$ cat src/hw/rtl/gcdb_pkg.sv
// ----------------------------------------------------------------------------
// gcdb_pkg
// shared types, constants and the cordic arctangent table for the
// great-circle distance and bearing unit
// ----------------------------------------------------------------------------
package gcdb_pkg;

   typedef logic signed [31:0] q30_type;
   typedef logic [31:0]        bam_type;

   localparam int ATAN_LEN   = 40;
   localparam int SQRT_STEPS = 31;

   localparam logic [30:0] DEG_TO_BAM = 31'd1281023894;
   localparam logic [33:0] INV_GAIN   = 34'd652032874;
   localparam logic [17:0] DIST_HI    = 18'd156367;
   localparam logic [15:0] DIST_LO    = 16'd56728;
   localparam logic [15:0] CDEG_TURN  = 16'd36000;

   // binary-angle arctangent of 2^-idx
   function automatic logic [31:0] atan_tab(input int idx);
      logic [31:0] v;
      case (idx)
         0:  v = 32'h20000000;
         1:  v = 32'h12E4051E;
         2:  v = 32'h09FB385B;
         3:  v = 32'h051111D4;
         4:  v = 32'h028B0D43;
         5:  v = 32'h0145D7E1;
         6:  v = 32'h00A2F61E;
         7:  v = 32'h00517C55;
         8:  v = 32'h0028BE53;
         9:  v = 32'h00145F2F;
         10: v = 32'h000A2F98;
         11: v = 32'h000517CC;
         12: v = 32'h00028BE6;
         13: v = 32'h000145F3;
         14: v = 32'h0000A2FA;
         15: v = 32'h0000517D;
         16: v = 32'h000028BE;
         17: v = 32'h0000145F;
         18: v = 32'h00000A30;
         19: v = 32'h00000518;
         20: v = 32'h0000028C;
         21: v = 32'h00000146;
         22: v = 32'h000000A3;
         23: v = 32'h00000051;
         24: v = 32'h00000029;
         25: v = 32'h00000014;
         26: v = 32'h0000000A;
         27: v = 32'h00000005;
         28: v = 32'h00000003;
         29: v = 32'h00000001;
         30: v = 32'h00000001;
         default: v = 32'h00000000;
      endcase
      return v;
   endfunction

endpackage

$ cat src/hw/rtl/gcdb_isqrt.sv
// ----------------------------------------------------------------------------
// gcdb_isqrt
// pipelined floor square root of a q60 value, one result bit per stage
// ----------------------------------------------------------------------------
module gcdb_isqrt (
   input  logic        clock,
   input  logic        en,
   input  logic [60:0] val,
   output logic [30:0] root
);

   localparam int N = gcdb_pkg::SQRT_STEPS;

   logic [61:0] v_ff [0:N-1];
   logic [61:0] r_ff [0:N-1];

   for (genvar k = 0; k < N; k++) begin : g_bit
      localparam logic [61:0] BIT = 62'(1) << (60 - 2 * k);
      logic [61:0] v_cur;
      logic [61:0] r_cur;
      logic [61:0] trial;

      if (k == 0) begin : g_first
         assign v_cur = {1'b0, val};
         assign r_cur = '0;
      end else begin : g_next
         assign v_cur = v_ff[k-1];
         assign r_cur = r_ff[k-1];
      end

      assign trial = r_cur + BIT;

      always_ff @(posedge clock) begin
         if (en) begin
            if (v_cur >= trial) begin
               v_ff[k] <= v_cur - trial;
               r_ff[k] <= (r_cur >> 1) + BIT;
            end else begin
               v_ff[k] <= v_cur;
               r_ff[k] <= r_cur >> 1;
            end
         end
      end
   end

   assign root = r_ff[N-1][30:0];

endmodule

$ cat config.mk
export PLATFORM = sky130hd
export DESIGN_NAME = gcdb_isqrt
export DESIGN_NICKNAME = d
export VERILOG_FILES = /design/src/hw/rtl/gcdb_pkg.sv /design/src/hw/rtl/gcdb_isqrt.sv
export SDC_FILE = /design/constraint.sdc
export NUM_CORES = 2
export LEC_CHECK = 0
export BUFFER_PORTS_ARGS = -buffer_cell sky130_fd_sc_hd__buf_2
export CAP_MARGIN = 15
export CORE_UTILIZATION = 40
export CTS_CLUSTER_SIZE = 10
export DETAILED_ROUTE_END_ITERATION = 8
export HOLD_SLACK_MARGIN = 0.03
export PLACE_DENSITY_LB_ADDON = 0.12
export SYNTH_ARGS = -nofsm -noshare
export SYNTH_HDL_FRONTEND = slang
export SYNTH_SLANG_ARGS = --single-unit
$ cat constraint.sdc
create_clock -name clock -period 4 [get_ports clock]
set_input_delay 0.2 -clock clock [delete_from_list [all_inputs] [get_ports clock]]
set_output_delay 0.2 -clock clock [all_outputs]
set_load 0.02 [all_outputs]
* Word-level counts from Yosys, hierarchy flattened
Memory sizes are Yosys's and may differ from the RTL's. Index checks and enable logic that the tools add are counted.
Word-level totals: memories kept 2, register bits after elaboration 0, input bits 63, RAM bits 3844, logic and storage cells 434
Cells by class: bitwise logic cells 62, multiplexer cells 248, add/subtract/negate cells 91, order comparisons 31
Memory list:
- r_ff | depth 31, bits a word 62, read ports 31, clocked after Yosys merged registers in 0, wr ports 31, line gcdb_isqrt.sv:15 | logic [61:0] r_ff [0:N-1];
- v_ff | depth 31, bits a word 62, read ports 30, clocked after Yosys merged registers in 0, wr ports 31, line gcdb_isqrt.sv:14 | logic [61:0] v_ff [0:N-1];
Operators by type and width (number):
- 62-bit two-way mux | 62
- 62-bit >= comparator | 30
- 62-bit subtractor | 30
- 1-bit two-way mux | 186
- 61-bit by 1-bit adder with 62-bit output (second input constant) | 1
- 61-bit by 11-bit adder with 62-bit output (second input constant) | 1
- 61-bit by 13-bit adder with 62-bit output (second input constant) | 1
- 61-bit by 15-bit adder with 62-bit output (second input constant) | 1
- 61-bit by 17-bit adder with 62-bit output (second input constant) | 1
- 61-bit by 19-bit adder with 62-bit output (second input constant) | 1
- 61-bit by 21-bit adder with 62-bit output (second input constant) | 1
- 61-bit by 23-bit adder with 62-bit output (second input constant) | 1
- 61-bit by 25-bit adder with 62-bit output (second input constant) | 1
- 61-bit by 27-bit adder with 62-bit output (second input constant) | 1
- 61-bit by 29-bit adder with 62-bit output (second input constant) | 1
- 61-bit by 3-bit adder with 62-bit output (second input constant) | 1
- 61-bit by 31-bit adder with 62-bit output (second input constant) | 1
- 61-bit by 33-bit adder with 62-bit output (second input constant) | 1
- 61-bit by 35-bit adder with 62-bit output (second input constant) | 1
- 61-bit by 37-bit adder with 62-bit output (second input constant) | 1
- 61-bit by 39-bit adder with 62-bit output (second input constant) | 1
- 61-bit by 41-bit adder with 62-bit output (second input constant) | 1
- 61-bit by 43-bit adder with 62-bit output (second input constant) | 1
- 61-bit by 45-bit adder with 62-bit output (second input constant) | 1
- other kinds (43) | 104

* Depth between registers and ports, before layout
An unclocked memory read counts as a cell.
depth after elaboration 7, depth in mapped cells 14

* Least setup slack after synthesis
No wires, ideal clock.
path type in2reg, start in en, end mem r_ff[29][2] (netlist: r_ff[1][808]), enable pin, setup time 0.483 ns, required time 3.517 ns, buffers on the path 5, stages 5, path slack -0.222 ns, arrival 3.738 ns, cell sequence clkbuf_1 -> clkbuf_1 -> clkbuf_1 -> clkbuf_1 -> clkbuf_1
RTL lines:
- start: declaration | line gcdb_isqrt.sv:7 | input logic en,
- end: declaration | line gcdb_isqrt.sv:15

==> metrics.csv <==
metric,value,unit
Syn. warnings,0,
"Area growth, synth to finish",13.9,%
CP peak stage delay,530,ps
WL per Instance,23.6,um
Worst Skew,64.5,ps
top-count cell post-synth,edfxtp_1,
"Period Utilization, post-route",0.990,
number of synthesized flops with an enable pin,2356,
f_max,252,MHz
clock net sink count,2356,
# fillers,25600,
Worst-Skew Late Latency,910,ps
crit path max fanout,8,
First DRT Iteration DRCs,7226,
# Max-Cap Violations,0,
hold depth,3,
Leakage,48.3,nW
crit path buf inv count,1,
largest net degree at the start of global routing,170,
CTS H-tree depth,5,
hold endpoint,v_ff[0][61],
total area of sequential cells,70700,sq um
Post-Synthesis Cell Area,114000,sq um
R2R Setup Slk,40,ps
worst hold-check path type,in -> reg,
post-route cell area,130000,sq um
placed cell area,121000,sq um
Max Slew Vio Count,0,
gpl congestion,0.907,
I/O Pins,94,
dpl hpwl,247,mm
cell family with most CP delay,compound AO/OA/AOI/OAI gates,
Rows,196,
slew at the pin closest to its max-slew limit,1090,ps
final hold violation count,0,
Synth cell types,95,
Crit path required time,4580,ps
r2r startpoint,r_ff[1][568],
final core occ,0.458,
Syn Inst Count,9293,
"Async S/R FF share, synth",0,
top post-synthesis cells by area,"edfxtp_1, ha_1, xnor2_1",
synthesized flop and latch total,2356,
"Power, Total",74.0,mW
CP max-delay cell,xor2_1,
# nets final,10400,
CP endpoint kind,flop,
port bufs,93,
core area,285000,sq um
cell taking the most area after synthesis,edfxtp_1,
endpoints failing setup,0,
mean post-synth cell area,12.3,sq um
die area,288000,sq um
TritonCTS clock tree,built,
first-pass GRT wire length,478,mm
RSZ-0062 raised after global routing,false,
Critical Path Most Common Cell,a31oi_1,
reg2reg end,v_ff[1][661],
final wirelength,324,mm
status,completed,
DIE HEIGHT,537,um
Remaining DRCs,0,
relative slew slack,0.272,
share of layout cells above drive strength 1,0.0854,
Die Width,537,um
Power Density,567,nW/um^2
"Data arrival, critical path",4540,ps
crit path cell chain,inv_1 -> ha_1 -> o211ai_1 -> nand2_1 -> a31oi_1 -> a31o_2 -> a31oi_1 -> a311oi_1 -> o21bai_1 -> nor3_1 -> xor2_1,
Post-synth top flop,edfxtp_1,
Clock Tree Buf Depth,4,
1st-pass router iterations,5,
multi-input logic area,40700,sq um
Worst-path clk slew,60,ps
initial antenna violation count,9,
Post-CTS Setup Repair Bufs,0,
critical path startpoint category,flop,
Sum Neg Setup Slack,0,ps
Num CTS Buffers,289,
area share of the largest cell type after synthesis,0.618,
Mapped Nets,9879,
Final ANT Viol Nets,0,
Initial Utilization,0.402,
Vias/cell,5.51,
"Remaining Overflow, GRT",0,
vias post-DR,75500,
min-delay src,val[60],
min cycle time layout,3960,ps
Worst Slack Setup Final,39.6,ps
Post-synth top cells,"edfxtp_1, nand2_1, inv_1, nor2_1, a21oi_1",
length in cells of the worst reg-to-reg path,11,
sequential cell area fraction in the yosys report,0.618,
vias in the first global route,73200,
GRT Overall Usage,0.222,
Setup Slack @ Placement,73.3,ps
WS Path Type,reg -> reg,
CTS Root Cell,clkbuf_16,
Peak VDD IR,0.363,mV
==> registers in the layout (all words and copies together), names as in the netlist <==
name  flops
r_ff    496
v_ff   1860
==> power breakdown <==
group	internal [mW]	total, mW	switching, mW
logic	6.35	16.1	9.80
registers	31.3	34.4	3.07
clock network	13.7	23.5	9.81
==> area by class of cell <==
type / count / area share
timing repair buffer: 457 / 0.0282
sequential: 2356 / 0.542
clock inverter: 61 / 0.00421
tap: 3762 / 0.0361
inverter: 630 / 0.0181
clock buffer: 344 / 0.0587
multi-input combinational: 6092 / 0.312
antenna: 3 / 0.0000576
==> layer usage <==
layer  share of wire  GRT usage  vias to the layer above  routed length [um]
met5               0          0                        -                   0
met3           0.056     0.0293                      460               18300
met1            0.48      0.331                    37000              156000
li1                -          -                    35800                   -
met2            0.43      0.334                     2297              141000
met4           0.030     0.0662                        0                9780
==> what timing repair did <==
action                                  in CTS  in global routing
resized for setup                            0                 15
hold buffers                               122                  0
hold endpoints to repair                    86                  0
endpoints found under the setup margin       0                 40
==> worst max path at each step <==
stage,from,endpoint,slack [ps],cells after the start
after floorplan,en,r_ff[0][720],5,6
after CTS,v_ff[1][600],v_ff[1][661],50,9
after global placement,v_ff[1][732],v_ff[1][755],70,10
final,r_ff[1][568],v_ff[1][661],40,11
after global routing,v_ff[1][732],v_ff[1][755],10,10
after detailed placement,v_ff[1][600],v_ff[1][661],70,9
==> cell families (layout without fill, tap and decap cells) <==
family | count (synthesis) | count (layout) | synth area share
adders and majority gates | 523 | 523 | 0.0572
DFF | 2356 | 2356 | 0.618
buffers and inverters | 845 | 1492 | 0.0280
AOI/OAI and AO/OA | 1708 | 1708 | 0.0912
other | 0 | 3 | 0
xor gates and xnor gates | 830 | 830 | 0.0635
muxes | 73 | 73 | 0.00706
and+or+nand+nor | 2958 | 2958 | 0.135
==> metrics by stage <==
step	hold slack [ps]	instances
after floorplan	299	9293
after global routing	69.0	13700
after detailed placement	378	13200
final	121	13700
after global placement	376	13200
after CTS	36.5	13700
==> cell usage in the layout (no fill, tap or decap), types with 31 or more instances in the layout <==
cell | netlist | layout
nor3b_1 | 32 | 31
xor2_1 | 402 | 402
nor2b_1 | 79 | 78
nand3_1 | 162 | 162
a21o_1 | 181 | 181
buf_2 | 10 | 92
o21bai_1 | 55 | 55
nand4b_1 | 31 | 31
nor4b_1 | 63 | 63
nand2_1 | 695 | 695
clkbuf_1 | 192 | 45
o211ai_1 | 36 | 36
clkbuf_16 | 0 | 299
a31oi_1 | 47 | 47
or3_1 | 102 | 102
edfxtp_1 | 2356 | 2356
nand4_1 | 153 | 153
xnor2_1 | 428 | 427
a211oi_1 | 43 | 43
nor4_1 | 336 | 330
o21a_1 | 93 | 93
inv_1 | 628 | 628
a21oi_1 | 526 | 526
or4_1 | 89 | 89
o21ai_0 | 481 | 479
and3_1 | 52 | 52
or2_2 | 46 | 46
nand2b_1 | 122 | 122
buf_4 | 0 | 229
mux2_2 | 61 | 61
and2_1 | 34 | 34
nor3_1 | 263 | 260
dlygate4sd3_1 | 0 | 122
ha_1 | 523 | 522
nor2_1 | 596 | 595
==> worst min-delay path, stage by stage <==
cell,delay (ps)
dlygate4sd3_1,530
buf_2,120
nor2_1,40
No activity file was read; power rests on OpenSTA's default activity.
